**src/rtl/tthd_pkg.sv**
```systemverilog
// Shared types, codes and sizes for the touch tap / hold / drag gesture block.
// Used by every module of the block and by its port checker; depends on nothing.
`timescale 1ns / 1ps

package tthd_pkg;

	localparam int XW     = 13;         // coordinate and display size width
	localparam int MW     = 16;         // relative motion width
	localparam int TW     = 32;         // timestamp width
	localparam int DSQ_W  = 2 * XW + 1; // sum of two squared coordinate deltas
	localparam int SLSQ_W = 16;         // squared slop radius
	localparam int CFG_AW = 3;
	localparam int CFG_DW = 16;
	localparam int QDEPTH = 4;          // command queue depth, a power of two
	localparam int QAW    = 2;          // command queue pointer width

	// Event kinds.
	localparam logic [1:0] MODE_BUTTON = 2'd0;
	localparam logic [1:0] MODE_MOTION = 2'd1;
	localparam logic [1:0] MODE_CANCEL = 2'd2;

	// Host pointer actions.
	localparam logic [2:0] ACT_NONE    = 3'd0;
	localparam logic [2:0] ACT_POS     = 3'd1;
	localparam logic [2:0] ACT_MOVE    = 3'd2;
	localparam logic [2:0] ACT_PRESS   = 3'd3;
	localparam logic [2:0] ACT_RELEASE = 3'd4;

	localparam logic BTN_LEFT  = 1'b0;
	localparam logic BTN_RIGHT = 1'b1;

	// Configuration register indexes.
	localparam logic [CFG_AW-1:0] REG_GESTURE_DISABLED  = 3'd0;
	localparam logic [CFG_AW-1:0] REG_SESSION_STARTED   = 3'd1;
	localparam logic [CFG_AW-1:0] REG_RELATIVE_MOUSE    = 3'd2;
	localparam logic [CFG_AW-1:0] REG_ABSOLUTE_ELIGIBLE = 3'd3;
	localparam logic [CFG_AW-1:0] REG_SCREEN_W          = 3'd4;
	localparam logic [CFG_AW-1:0] REG_SCREEN_H          = 3'd5;
	localparam logic [CFG_AW-1:0] REG_LONG_PRESS_MS     = 3'd6;
	localparam logic [CFG_AW-1:0] REG_DRAG_SLOP_PX      = 3'd7;

	localparam logic [XW-1:0] RST_SCREEN_W      = 13'd1920;
	localparam logic [XW-1:0] RST_SCREEN_H      = 13'd1080;
	localparam logic [15:0]   RST_LONG_PRESS_MS = 16'd1000;
	localparam logic [7:0]    RST_DRAG_SLOP_PX  = 8'd10;

	// Commands from the classifier to the result sequencer.
	localparam logic [2:0] CMD_NONE        = 3'd0; // one empty word
	localparam logic [2:0] CMD_REL_L       = 3'd1; // left release
	localparam logic [2:0] CMD_POS         = 3'd2; // position
	localparam logic [2:0] CMD_POS_REL_L   = 3'd3; // position, left release
	localparam logic [2:0] CMD_POS_CLICK_R = 3'd4; // position, right press, right release
	localparam logic [2:0] CMD_POS_CLICK_L = 3'd5; // position, left press, left release
	localparam logic [2:0] CMD_POS_PRESS_L = 3'd6; // position, left press
	localparam logic [2:0] CMD_MOVE        = 3'd7; // relative move

	typedef struct packed {
		logic [1:0]           mode;
		logic                 is_left_button;
		logic                 pressed;
		logic                 from_touch;
		logic [XW-1:0]        pos_x;
		logic [XW-1:0]        pos_y;
		logic signed [MW-1:0] rel_x;
		logic signed [MW-1:0] rel_y;
		logic [TW-1:0]        time_ms;
	} evt_t;

	typedef struct packed {
		logic [2:0]           action;
		logic                 which_button;
		logic [XW-1:0]        out_x;
		logic [XW-1:0]        out_y;
		logic [XW-1:0]        ref_width;
		logic [XW-1:0]        ref_height;
		logic signed [MW-1:0] move_x;
		logic signed [MW-1:0] move_y;
		logic                 handled;
		logic                 last;
	} act_t;

	typedef struct packed {
		logic          gesture_disabled;
		logic          session_started;
		logic          relative_mouse;
		logic          absolute_eligible;
		logic [XW-1:0] screen_w;
		logic [XW-1:0] screen_h;
		logic [15:0]   long_press_ms;
		logic [7:0]    drag_slop_px;
	} cfg_t;

	typedef struct packed {
		logic [2:0]           kind;
		logic                 handled;
		logic [XW-1:0]        x;
		logic [XW-1:0]        y;
		logic signed [MW-1:0] rel_x;
		logic signed [MW-1:0] rel_y;
	} cmd_t;

endpackage

```
**src/rtl/tthd_front.sv**
```systemverilog
// Front end: registers each event with its squared drag distance, then
// classifies it against the gesture state and pushes one command. Uses tthd_pkg.
`timescale 1ns / 1ps

module tthd_front import tthd_pkg::*; (
	input  logic clk,
	input  logic arst_n,
	input  cfg_t cfg,
	input  logic evt_valid,
	output logic evt_ready,
	input  evt_t evt,
	output logic push,
	output cmd_t push_cmd,
	input  logic q_full
);

	function automatic logic sets_anchor(evt_t e, cfg_t c);
		return e.mode == MODE_BUTTON && e.is_left_button && e.pressed &&
			!c.gesture_disabled &&
			(e.from_touch || (c.absolute_eligible && !c.relative_mouse));
	endfunction

	logic              v_s1;
	evt_t              evt_s1;
	logic [DSQ_W-1:0]  dsq_s1;
	logic [SLSQ_W-1:0] slop_sq_s1;

	logic          active_q, drag_q, lheld_q;
	logic [TW-1:0] stamp_q;
	logic [XW-1:0] anchor_x_q, anchor_y_q;

	logic          active_n, drag_n, lheld_n, set_anchor;
	logic [TW-1:0] stamp_n, held;
	logic [XW-1:0] ax_fwd, ay_fwd;
	logic signed [XW:0]       dx, dy;
	logic signed [2*XW+1:0]   px, py;
	logic [DSQ_W-1:0]  dsq_next;
	logic [SLSQ_W-1:0] slop_sq_next;
	logic [2:0]        cancel_kind;
	logic              eligible;

	assign evt_ready = !v_s1 || !q_full;
	assign push      = v_s1 && !q_full;

	// A press still in stage one owns the anchor the new event is measured from.
	always_comb begin
		if (v_s1 && sets_anchor(evt_s1, cfg)) begin
			ax_fwd = evt_s1.pos_x;
			ay_fwd = evt_s1.pos_y;
		end else begin
			ax_fwd = anchor_x_q;
			ay_fwd = anchor_y_q;
		end
		dx = $signed({1'b0, evt.pos_x}) - $signed({1'b0, ax_fwd});
		dy = $signed({1'b0, evt.pos_y}) - $signed({1'b0, ay_fwd});
		px = dx * dx;
		py = dy * dy;
		dsq_next = {1'b0, px[2*XW-1:0]} + {1'b0, py[2*XW-1:0]};
		slop_sq_next = SLSQ_W'(cfg.drag_slop_px) * SLSQ_W'(cfg.drag_slop_px);
	end

	always_ff @(posedge clk or negedge arst_n) begin
		if (!arst_n) begin
			v_s1 <= 1'b0;
		end else if (evt_ready) begin
			v_s1 <= evt_valid;
		end
	end

	always_ff @(posedge clk) begin
		if (evt_valid && evt_ready) begin
			evt_s1     <= evt;
			dsq_s1     <= dsq_next;
			slop_sq_s1 <= slop_sq_next;
		end
	end

	assign held     = evt_s1.time_ms - stamp_q;
	assign eligible = evt_s1.from_touch || (cfg.absolute_eligible && !cfg.relative_mouse);
	assign cancel_kind = (cfg.session_started && lheld_q) ? CMD_REL_L : CMD_NONE;

	always_comb begin
		push_cmd         = '0;
		push_cmd.kind    = CMD_NONE;
		push_cmd.x       = evt_s1.pos_x;
		push_cmd.y       = evt_s1.pos_y;
		push_cmd.rel_x   = evt_s1.rel_x;
		push_cmd.rel_y   = evt_s1.rel_y;
		active_n   = active_q;
		drag_n     = drag_q;
		lheld_n    = lheld_q;
		stamp_n    = stamp_q;
		set_anchor = 1'b0;
		unique case (evt_s1.mode)
			MODE_BUTTON: begin
				priority if (cfg.gesture_disabled) begin
					push_cmd.kind = CMD_NONE;
				end else if (!evt_s1.is_left_button || !eligible) begin
					// A right press, or a left event from an ineligible source, cancels a live gesture.
					if (active_q && (evt_s1.pressed || evt_s1.is_left_button)) begin
						push_cmd.kind = cancel_kind;
						active_n = 1'b0;
						drag_n   = 1'b0;
						lheld_n  = 1'b0;
						stamp_n  = '0;
					end
				end else if (evt_s1.pressed) begin
					push_cmd.handled = 1'b1;
					active_n   = 1'b1;
					drag_n     = 1'b0;
					lheld_n    = 1'b0;
					stamp_n    = evt_s1.time_ms;
					set_anchor = 1'b1;
				end else if (active_q) begin
					push_cmd.handled = 1'b1;
					if (drag_q) begin
						push_cmd.kind = lheld_q ? CMD_POS_REL_L : CMD_POS;
					end else if (held >= {16'd0, cfg.long_press_ms}) begin
						push_cmd.kind = CMD_POS_CLICK_R;
					end else begin
						push_cmd.kind = CMD_POS_CLICK_L;
					end
					active_n = 1'b0;
					drag_n   = 1'b0;
					lheld_n  = 1'b0;
					stamp_n  = '0;
				end
			end
			MODE_MOTION: begin
				if (active_q && !cfg.gesture_disabled) begin
					if (drag_q) begin
						push_cmd.handled = 1'b1;
						push_cmd.kind = (cfg.relative_mouse && !evt_s1.from_touch) ?
							CMD_MOVE : CMD_POS;
					end else if (dsq_s1 >= {{(DSQ_W-SLSQ_W){1'b0}}, slop_sq_s1}) begin
						push_cmd.handled = 1'b1;
						push_cmd.kind = CMD_POS_PRESS_L;
						drag_n  = 1'b1;
						lheld_n = 1'b1;
					end
				end
			end
			MODE_CANCEL: begin
				push_cmd.kind = cancel_kind;
				active_n = 1'b0;
				drag_n   = 1'b0;
				lheld_n  = 1'b0;
				stamp_n  = '0;
			end
			default: begin
				push_cmd.kind = CMD_NONE;
			end
		endcase
	end

	always_ff @(posedge clk or negedge arst_n) begin
		if (!arst_n) begin
			active_q   <= 1'b0;
			drag_q     <= 1'b0;
			lheld_q    <= 1'b0;
			stamp_q    <= '0;
			anchor_x_q <= '0;
			anchor_y_q <= '0;
		end else if (push) begin
			active_q <= active_n;
			drag_q   <= drag_n;
			lheld_q  <= lheld_n;
			stamp_q  <= stamp_n;
			if (set_anchor) begin
				anchor_x_q <= evt_s1.pos_x;
				anchor_y_q <= evt_s1.pos_y;
			end
		end
	end

endmodule

```
**src/rtl/tthd_queue.sv**
```systemverilog
// Short first-word-fall-through command queue between classifier and sequencer.
// Uses tthd_pkg for the command type and depth.
`timescale 1ns / 1ps

module tthd_queue import tthd_pkg::*; (
	input  logic clk,
	input  logic arst_n,
	input  logic push,
	input  cmd_t push_cmd,
	output logic full,
	input  logic pop,
	output cmd_t head,
	output logic empty
);

	cmd_t             mem_q [QDEPTH];
	logic [QAW-1:0]   wr_q, rd_q;
	logic [QAW:0]     cnt_q;

	assign full  = cnt_q == (QAW+1)'(QDEPTH);
	assign empty = cnt_q == '0;
	assign head  = mem_q[rd_q];

	always_ff @(posedge clk) begin
		if (push) begin
			mem_q[wr_q] <= push_cmd;
		end
	end

	always_ff @(posedge clk or negedge arst_n) begin
		if (!arst_n) begin
			wr_q  <= '0;
			rd_q  <= '0;
			cnt_q <= '0;
		end else begin
			if (push) begin
				wr_q <= wr_q + 1'b1;
			end
			if (pop) begin
				rd_q <= rd_q + 1'b1;
			end
			unique case ({push, pop})
				2'b10:   cnt_q <= cnt_q + 1'b1;
				2'b01:   cnt_q <= cnt_q - 1'b1;
				default: cnt_q <= cnt_q;
			endcase
		end
	end

endmodule

```
**src/rtl/tthd_back.sv**
```systemverilog
// Back end: expands the command at the queue head into one to three result
// words, one per cycle while the act side accepts them, into an output register. Uses tthd_pkg.
`timescale 1ns / 1ps

module tthd_back import tthd_pkg::*; (
	input  logic clk,
	input  logic arst_n,
	input  cfg_t cfg,
	input  logic q_empty,
	input  cmd_t head,
	output logic pop,
	output logic act_valid,
	input  logic act_ready,
	output act_t act
);

	logic [1:0] step_q;
	logic       act_valid_q;
	act_t       act_q;
	act_t       w;
	logic       load, fire;

	always_comb begin
		w = '0;
		w.action = ACT_NONE;
		w.last   = 1'b1;
		unique case (head.kind)
			CMD_NONE:  w.action = ACT_NONE;
			CMD_REL_L: w.action = ACT_RELEASE;
			CMD_POS:   w.action = ACT_POS;
			CMD_MOVE:  w.action = ACT_MOVE;
			CMD_POS_REL_L, CMD_POS_PRESS_L: begin
				w.action = (step_q == 2'd0) ? ACT_POS :
					(head.kind == CMD_POS_REL_L) ? ACT_RELEASE : ACT_PRESS;
				w.last = step_q != 2'd0;
			end
			CMD_POS_CLICK_R, CMD_POS_CLICK_L: begin
				priority if (step_q == 2'd0) begin
					w.action = ACT_POS;
					w.last   = 1'b0;
				end else if (step_q == 2'd1) begin
					w.action = ACT_PRESS;
					w.last   = 1'b0;
				end else begin
					w.action = ACT_RELEASE;
				end
				w.which_button = (step_q != 2'd0 && head.kind == CMD_POS_CLICK_R) ?
					BTN_RIGHT : BTN_LEFT;
			end
			default: w.action = ACT_NONE;
		endcase
		if (w.action == ACT_POS) begin
			w.out_x      = head.x;
			w.out_y      = head.y;
			w.ref_width  = cfg.screen_w;
			w.ref_height = cfg.screen_h;
		end
		if (w.action == ACT_MOVE) begin
			w.move_x = head.rel_x;
			w.move_y = head.rel_y;
		end
		w.handled = w.last && head.handled;
	end

	assign load = !act_valid_q || act_ready;
	assign fire = load && !q_empty;
	assign pop  = fire && w.last;

	always_ff @(posedge clk or negedge arst_n) begin
		if (!arst_n) begin
			act_valid_q <= 1'b0;
			step_q      <= '0;
		end else begin
			if (load) begin
				act_valid_q <= !q_empty;
			end
			if (fire) begin
				step_q <= w.last ? 2'd0 : step_q + 2'd1;
			end
		end
	end

	always_ff @(posedge clk) begin
		if (fire) begin
			act_q <= w;
		end
	end

	assign act_valid = act_valid_q;
	assign act       = act_q;

endmodule

```
**src/rtl/touch_tap_hold_drag_gesture.sv**
```systemverilog
// Top level of the touch tap / hold / drag gesture recognizer: configuration
// registers, classifier front end, command queue and result sequencer. Uses tthd_pkg.
`timescale 1ns / 1ps

// The block turns pointer button, motion and cancel events into host pointer
// actions: taps become left clicks, holds of at least long_press_ms become
// right clicks, and motion reaching the slop radius becomes a drag. Each event
// word taken on the evt channel yields one to three action words on the act
// channel, in order; the final word of an event has last set and carries the
// handled flag, which is zero on earlier words. An event that causes nothing
// still yields one word with action none. Events are taken one per cycle while
// the command queue has room: the front end registers an event with its
// squared distance to the press point, classifies it from that register and
// writes one command into a four-entry queue. The sequencer drains that queue
// at one action word per cycle while the act side takes them, so a click holds
// its entry for three words and a drag start for two, and a steady stream of
// clicks is limited by that single output port. The first action word of an
// event passes through the event register, a queue entry and the output
// register before it is presented. The act output is a register, so the evt
// side keeps flowing while a finished word waits to be taken, until the queue
// fills. Configuration is written through cfg_we, cfg_addr and cfg_wdata with
// no read-back, and must be written only while no event is in flight.

module touch_tap_hold_drag_gesture import tthd_pkg::*; (
	input  logic              clk,
	input  logic              arst_n,
	input  logic              cfg_we,
	input  logic [CFG_AW-1:0] cfg_addr,
	input  logic [CFG_DW-1:0] cfg_wdata,
	input  logic              evt_valid,
	output logic              evt_ready,
	input  evt_t              evt,
	output logic              act_valid,
	input  logic              act_ready,
	output act_t              act
);

	cfg_t cfg_q;
	logic push, pop, q_full, q_empty;
	cmd_t push_cmd, head;

	// Configuration registers; every index of the port maps to one of them.
	always_ff @(posedge clk or negedge arst_n) begin
		if (!arst_n) begin
			cfg_q.gesture_disabled  <= 1'b0;
			cfg_q.session_started   <= 1'b0;
			cfg_q.relative_mouse    <= 1'b0;
			cfg_q.absolute_eligible <= 1'b0;
			cfg_q.screen_w          <= RST_SCREEN_W;
			cfg_q.screen_h          <= RST_SCREEN_H;
			cfg_q.long_press_ms     <= RST_LONG_PRESS_MS;
			cfg_q.drag_slop_px      <= RST_DRAG_SLOP_PX;
		end else if (cfg_we) begin
			unique case (cfg_addr)
				REG_GESTURE_DISABLED:  cfg_q.gesture_disabled  <= cfg_wdata[0];
				REG_SESSION_STARTED:   cfg_q.session_started   <= cfg_wdata[0];
				REG_RELATIVE_MOUSE:    cfg_q.relative_mouse    <= cfg_wdata[0];
				REG_ABSOLUTE_ELIGIBLE: cfg_q.absolute_eligible <= cfg_wdata[0];
				REG_SCREEN_W:          cfg_q.screen_w          <= cfg_wdata[XW-1:0];
				REG_SCREEN_H:          cfg_q.screen_h          <= cfg_wdata[XW-1:0];
				REG_LONG_PRESS_MS:     cfg_q.long_press_ms     <= cfg_wdata[15:0];
				REG_DRAG_SLOP_PX:      cfg_q.drag_slop_px      <= cfg_wdata[7:0];
			endcase
		end
	end

	// The front end owns the gesture state and decides what each event means.
	tthd_front u_front (
		.clk       (clk),
		.arst_n    (arst_n),
		.cfg       (cfg_q),
		.evt_valid (evt_valid),
		.evt_ready (evt_ready),
		.evt       (evt),
		.push      (push),
		.push_cmd  (push_cmd),
		.q_full    (q_full)
	);

	// The queue lets the classifier run ahead while multi-word results drain.
	tthd_queue u_queue (
		.clk      (clk),
		.arst_n   (arst_n),
		.push     (push),
		.push_cmd (push_cmd),
		.full     (q_full),
		.pop      (pop),
		.head     (head),
		.empty    (q_empty)
	);

	// The back end spells each command out as action words.
	tthd_back u_back (
		.clk       (clk),
		.arst_n    (arst_n),
		.cfg       (cfg_q),
		.q_empty   (q_empty),
		.head      (head),
		.pop       (pop),
		.act_valid (act_valid),
		.act_ready (act_ready),
		.act       (act)
	);

endmodule

```
**config.mk**
```make
export PLATFORM = sky130hd
export DESIGN_NAME = touch_tap_hold_drag_gesture
export DESIGN_NICKNAME = d
export VERILOG_FILES = /design/src/rtl/tthd_pkg.sv /design/src/rtl/tthd_front.sv /design/src/rtl/tthd_queue.sv /design/src/rtl/tthd_back.sv /design/src/rtl/touch_tap_hold_drag_gesture.sv
export SDC_FILE = /design/constraint.sdc
export NUM_CORES = 2
export LEC_CHECK = 0
export BUFFER_PORTS_ARGS = -buffer_cell sky130_fd_sc_hd__buf_2
export CAP_MARGIN = 25
export CORE_AREA = 5 5 291 293
export CTS_BUF_LIST = sky130_fd_sc_hd__clkbuf_4 sky130_fd_sc_hd__clkbuf_8
export CTS_CLUSTER_SIZE = 8
export DETAILED_ROUTE_END_ITERATION = 16
export DIE_AREA = 0 0 296 298
export PLACE_DENSITY = 0.69
export SLEW_MARGIN = 30
export SYNTH_ARGS = -nofsm -noshare
export SYNTH_HDL_FRONTEND = slang
export SYNTH_SLANG_ARGS = --single-unit
```
**constraint.sdc**
```tcl
create_clock -name clk -period 9.67 [get_ports clk]
set_clock_uncertainty 0.2 [all_clocks]
set_input_delay 1.934 -clock clk [delete_from_list [all_inputs] [get_ports clk]]
set_output_delay 1.934 -clock clk [all_outputs]
set_load 0.02 [all_outputs]
```
# Yosys cells after proc, flatten, opt, wreduce, memory -nomap -nowiden
# Memory sizes are Yosys's and may differ from the RTL's.
# Index checks and enable logic that the tools add are counted.
[word_totals]
regBits = 354
ramBits = 248
inputBits = 119
memories = 1
[op_classes]
n_mul = 3
reduce_logical = 54
magnitude_cmp = 2
add_sub_neg = 9
mux = 59
n_eq_ne = 28
[memory_table]
columns = ["name", "words", "width", "read_ports", "rd_ports_with_merged_regs", "wr", "line_no", "source"]
rows = [
  ["u_queue.mem_q", 4, 62, 1, 0, 1, "tthd_queue.sv:16", "cmd_t mem_q [QDEPTH];"],
]
[ops]
columns = ["operator", "count"]
rows = [
  ["$mux 32", 5],
  ["$pmux 32 s2", 1],
  ["$mul 14x14->26", 2],
  ["$ge 32x16->1", 1],
  ["$sub 32x32->32", 1],
  ["$mux 3", 10],
  ["$mux 1", 28],
  ["$sub 13x13->14", 2],
  ["$add 26x26->27", 1],
  ["$eq 3x3->1 const B", 9],
  ["$ge 27x16->1", 1],
  ["$mux 13", 2],
  ["$pmux 3 s6", 1],
  ["$reduce_and 2->1", 9],
  ["$logic_and 1x1->1", 16],
  ["$mul 8x8->16", 1],
  ["$mux 4", 4],
  ["$eq 3x2->1 const B", 5],
  ["$eq 3x1->1 const B", 3],
  ["$logic_not 1->1", 9],
  ["$logic_not 3->1", 3],
  ["$pmux 3 s3", 1],
  ["$reduce_and 8->1", 1],
  ["$add 2x1->2 const B", 3],
  ["20 further kinds", 36],
]

# Longest topological paths before layout
[depth]
depth_word = 10
depth_mapped = 49
mapped_depth_nobuf = 48

# By module
# Synthesis repeated with hierarchy kept, for this count alone.
[hier_totals]
hier_cells = 3433
hier_area_um2 = 41432.2
[modules_own_cells]
columns = ["mod", "seq_area_each_um2", "cells_per_inst", "instances", "area_per_inst_um2"]
rows = [
  ["tthd_front", 5665.4, 2728, 1, 26168.8],
  ["tthd_queue", 7622.3, 361, 1, 9419.0],
  ["tthd_back", 2777.7, 221, 1, 3587.2],
  ["touch_tap_hold_drag_gesture", 1371.3, 123, 1, 2257.2],
]

# Worst setup path after synthesis
# Ideal clock, no wire load.
[synth_path]
path_kind = "input -> register"
startpoint = "in evt[64] (netlist name)"
endpoint = "reg u_front.dsq_s1[25] (data pin)"
path_stages = 42
n_path_buf = 0
arrival_time_ns = 10.461
slack_ns = -1.249
required_time_ns = 9.212
cell_sequence = "inv_1 -> ha_1 -> inv_1 -> fa_1 -> a21o_1 -> a21oi_1 -> o21bai_1 -> a21oi_1 -> o21bai_1 -> a41o_1 -> nor4_1 -> nor2_1 -> xor2_1 -> inv_1 -> nor2_1 -> fa_1 -> inv_1 -> fa_1 -> [6 not listed] -> inv_1 -> ha_1 -> o21a_1 -> o21ai_0 -> nor3_1 -> a211oi_1 -> o21bai_1 -> a21oi_1 -> inv_1 -> a21oi_1 -> xnor2_1 -> ha_1 -> nor3_1 -> and4_1 -> nor3_1 -> a211o_1 -> a21oi_1 -> xnor2_1"
[synth_between]
elab_chain_len = 3
[synth_rtl]
columns = ["item", "line_no", "source"]
rows = [
  ["from (decl)", "touch_tap_hold_drag_gesture.sv:32", "input evt_t evt,"],
  ["$sub 13x13->14", "tthd_front.sv:55", "dy = $signed({1'b0, evt.pos_y}) - $signed({1'b0, ay_fwd});"],
  ["$mul 14x14->26", "tthd_front.sv:57", "py = dy * dy;"],
  ["$add 26x26->27", "tthd_front.sv:58", "dsq_next = {1'b0, px[2*XW-1:0]} + {1'b0, py[2*XW-1:0]};"],
  ["via u_front.dsq_next[25]", "tthd_front.sv:37", "logic [DSQ_W-1:0] dsq_next;"],
  ["to (signal assigned)", "tthd_front.sv:73", "dsq_s1 <= dsq_next;"],
  ["to (decl)", "tthd_front.sv:25", "logic [DSQ_W-1:0] dsq_s1;"],
]
# The timed path passes the listed nets, and every way through them passes these cells.
# A chain may end at the register's enable or synchronous reset.

# Final worst setup path
# Same ends and word-level chain as after synthesis.

==> impl_metrics.env <==
export IMPL_post_route_drc_count=0
export IMPL_nets=4747
export IMPL_cpMaxStageDelayCell="fa_1"
export IMPL_cp_max_fo=4
export IMPL_tightest_slew_ns=0.986
export IMPL_cts_inserted_buffers=95
export IMPL_grt_antenna_before_repair=9
export IMPL_critical_path_class="in2reg"
export IMPL_totalWireLength_mm=88.4
export IMPL_cts_root_buf="clkbuf_8"
export IMPL_drive_above_1_share_pct=27.4
export IMPL_clk_latency_ns=0.69
export IMPL_clock_sinks=601
export IMPL_multi_input_area_um2=21200
export IMPL_fin_setup_tns_ns=-1.03
export IMPL_core_area_um2=81600
export IMPL_maxCapViolCount=0
export IMPL_grt_usage_pct=20.4
export IMPL_grt_setup_unrepaired="yes"
export IMPL_syn_area_per_cell_um2=12.1
export IMPL_dp_cells=4943
export IMPL_yosysUniqueCellTypes=82
export IMPL_status="complete, but fails checks"
export IMPL_grt_pass1_wl_mm=146
export IMPL_async_reset_ff_share_pct=21.0
export IMPL_flow_area_growth_from_synthesis_pct=20.2
export IMPL_die_w_um=296
export IMPL_grt_max_degree=82
export IMPL_end_kind="flip-flop"
export IMPL_path_clk_slew_ns=0.06
export IMPL_gp_congestion=0.891
export IMPL_regArea_um2=17400
export IMPL_fillers=6563
export IMPL_slew_viol_final=0
export IMPL_violations="negative setup slack"
export IMPL_vias=26400
export IMPL_finalCritPeriodShare_pct=102
export IMPL_num_rows=105
export IMPL_gr_total_overflow=0
export IMPL_first_global_vias=28100
export IMPL_placement_io_buffers=210
export IMPL_ant_nets=0
export IMPL_cpPeakStageDelay_ns=0.54
export IMPL_synthesis_area_um2=40400
export IMPL_fmax_mhz=101
export IMPL_cts_tree="done"
export IMPL_ys_seq_area_share_pct=43.1
export IMPL_initial_core_util_pct=49.6
export IMPL_synth_edf_count=475
export IMPL_maxSlewHeadroom_pct=34.2
export IMPL_place_ws_ns=-1.07
export IMPL_start_kind="input pin"
export IMPL_arrival_ns=10.14
export IMPL_yosys_most_used_dff="edfxtp_1"
export IMPL_synth_cells=3355
export IMPL_crit_path_frequent_cell="fa_1"
export IMPL_ys_seq_elements=601
export IMPL_fin_cells=5161
export IMPL_worst_slack_ns=-0.231
export IMPL_die_h_um=298
export IMPL_worstPathRequired_ns=9.91
export IMPL_pin_count=211
export IMPL_dp_hpwl_mm=67.8
export IMPL_drt_initial_drc_count=1484
export IMPL_via_per_inst=5.12
export IMPL_hold_violations=0
export IMPL_min_path_type="reg2reg"
export IMPL_drt_wirelength_per_cell_um=17.1
export IMPL_setup_viol=7
export IMPL_dr_pass1_iters=7
export IMPL_period_minus_slack_ns=9.90
export IMPL_cts_max_level=3
export IMPL_clockBufferDepth=3
export IMPL_die_area_um2=88200
export IMPL_yosys_warnings=0
==> metrics by stage <==
| stage | hold WS, ns | instance area (µm²) | utilization [%] |
|---|---|---|---|
| 6_report | 0.279 | 48600 | 59.6 |
| 5_1_grt | 0.298 | 48600 | 59.6 |
| 3_5_place_dp | 0.270 | 45800 | 56.1 |
| 3_3_place_gp | 0.262 | 45700 | 56.0 |
| 4_1_cts | 0.283 | 48300 | 59.2 |
| 2_1_floorplan | 0.223 | 40700 | - |
==> worst max-delay path, delay by kind of cell <==
family          cells  cell delay, ns
simple gates        9            1.12
compound gates     13            2.09
xor+xnor            3            0.55
buf+inv             8            0.70
fa+ha+maj          10            3.74
==> worst paths after layout <==
| kind | endpoint | from | cells after the start | slack, ns |
|---|---|---|---|---|
| worst max-delay path | u_front.dsq_s1[25] | evt[64] | 43 | -0.23 |
| worst min-delay path | u_front.stamp_q[25] | u_front.stamp_q[25] | 2 | 0.28 |
| worst max register to register | u_front.dsq_s1[24] | cfg_q[51] | 43 | -0.17 |
| worst min register to register | u_front.stamp_q[25] | u_front.stamp_q[25] | 2 | 0.28 |
| max in group asynchronous | u_queue.rd_q[0] | arst_n | 2 | 6.96 |
| min in group asynchronous | u_front.stamp_q[10] | arst_n | 1 | 1.08 |
==> what timing repair did <==
| action | CTS | global route |
|---|---|---|
| pin swaps | 35 | 17 |
| setup endpoints to repair | 8 | 13 |
| hold buffers | 0 | 0 |
| setup buffers | 27 | 8 |
| gates resized for setup | 54 | 46 |
| endpoints found under the hold margin | 0 | 0 |
==> cell families after synthesis <==
logic type                 count (synthesis)  synth area share [%]
and+or+nand+nor                          747                  8.68
buffers and inverters                    672                  6.32
adders and majority gates                624                  26.0
DFF                                      601                  43.1
AOI/OAI and AO/OA                        381                  6.08
muxes                                    174                  6.49
xor gates and xnor gates                 154                  3.34
other                                      2                0.0186
==> cell usage after synthesis, types with 40 or more instances <==
library cell / number / area, µm²
xnor2_1: 113 / 990
nand2_1: 238 / 893
mux4_2: 62 / 1400
xor2_1: 41 / 359
o21ai_0: 85 / 425
inv_1: 590 / 2210
ha_1: 266 / 3330
dfrtp_1: 110 / 2750
nor2_1: 212 / 796
nor3_1: 40 / 200
a21oi_1: 100 / 500
nor2b_1: 55 / 344
fa_1: 358 / 7170
and2_1: 75 / 469
clkbuf_1: 57 / 214
edfxtp_1: 475 / 14300
mux2_2: 87 / 980
==> layout make-up <==
| type | count | area share (%) |
|---|---|---|
| diodes | 11 | 0.0566 |
| clock buffers | 156 | 3.76 |
| clock inverters | 17 | 0.330 |
| inverters | 602 | 4.71 |
| multi-input cells | 2084 | 43.7 |
| flip-flops and latches | 601 | 35.9 |
| well taps | 1070 | 2.75 |
| repair buffers | 620 | 8.83 |
==> placed cells by master, fill, tap and decap left out, types with 31 or more instances in the layout <==
master,netlist,final
a21o_1,33,33
a21oi_1,100,74
and2_1,75,70
buf_2,3,208
buf_4,1,394
clkbuf_4,1,51
clkbuf_8,1,105
dfrtp_1,110,108
edfxtp_1,475,475
fa_1,358,355
ha_1,266,248
inv_1,590,580
mux2_2,87,85
mux4_2,62,62
nand2_1,238,237
nand3_1,34,31
nor2_1,212,201
nor2b_1,55,53
nor3_1,40,34
o21a_1,39,38
o21ai_0,85,78
xnor2_1,113,103
xor2_1,41,32
==> flip-flops by register name (all words and copies together), names as in the netlist <==
register            count
u_front.slop_sq_s1     15
u_front.dsq_s1         27
cfg_q                  54
u_back.act             90
u_back.step_q           2
u_queue.cnt_q           3
u_front.anchor_y_q     13
u_front.v_s1            1
u_back.act_valid        1
u_queue.rd_q            2
u_front.push_cmd       58
u_queue.wr_q            2
u_front.active_q        1
u_queue.mem_q         248
u_front.lheld_q         1
u_front.drag_q          1
u_front.stamp_q        32
u_front.anchor_x_q     13
u_front.evt_s1         37
==> routing by layer <==
layer / routed length, µm / share of wire [%] / track usage [%]
met1: 37200 / 42 / 27.1
met2: 44200 / 50 / 34.9
met3: 4720 / 5.3 / 3.29
met4: 2320 / 2.6 / 6.26
met5: 0 / 0 / 0
Power is not shown: default switching activity piles up to over one toggle a cycle in this logic, so the estimate is an artifact.
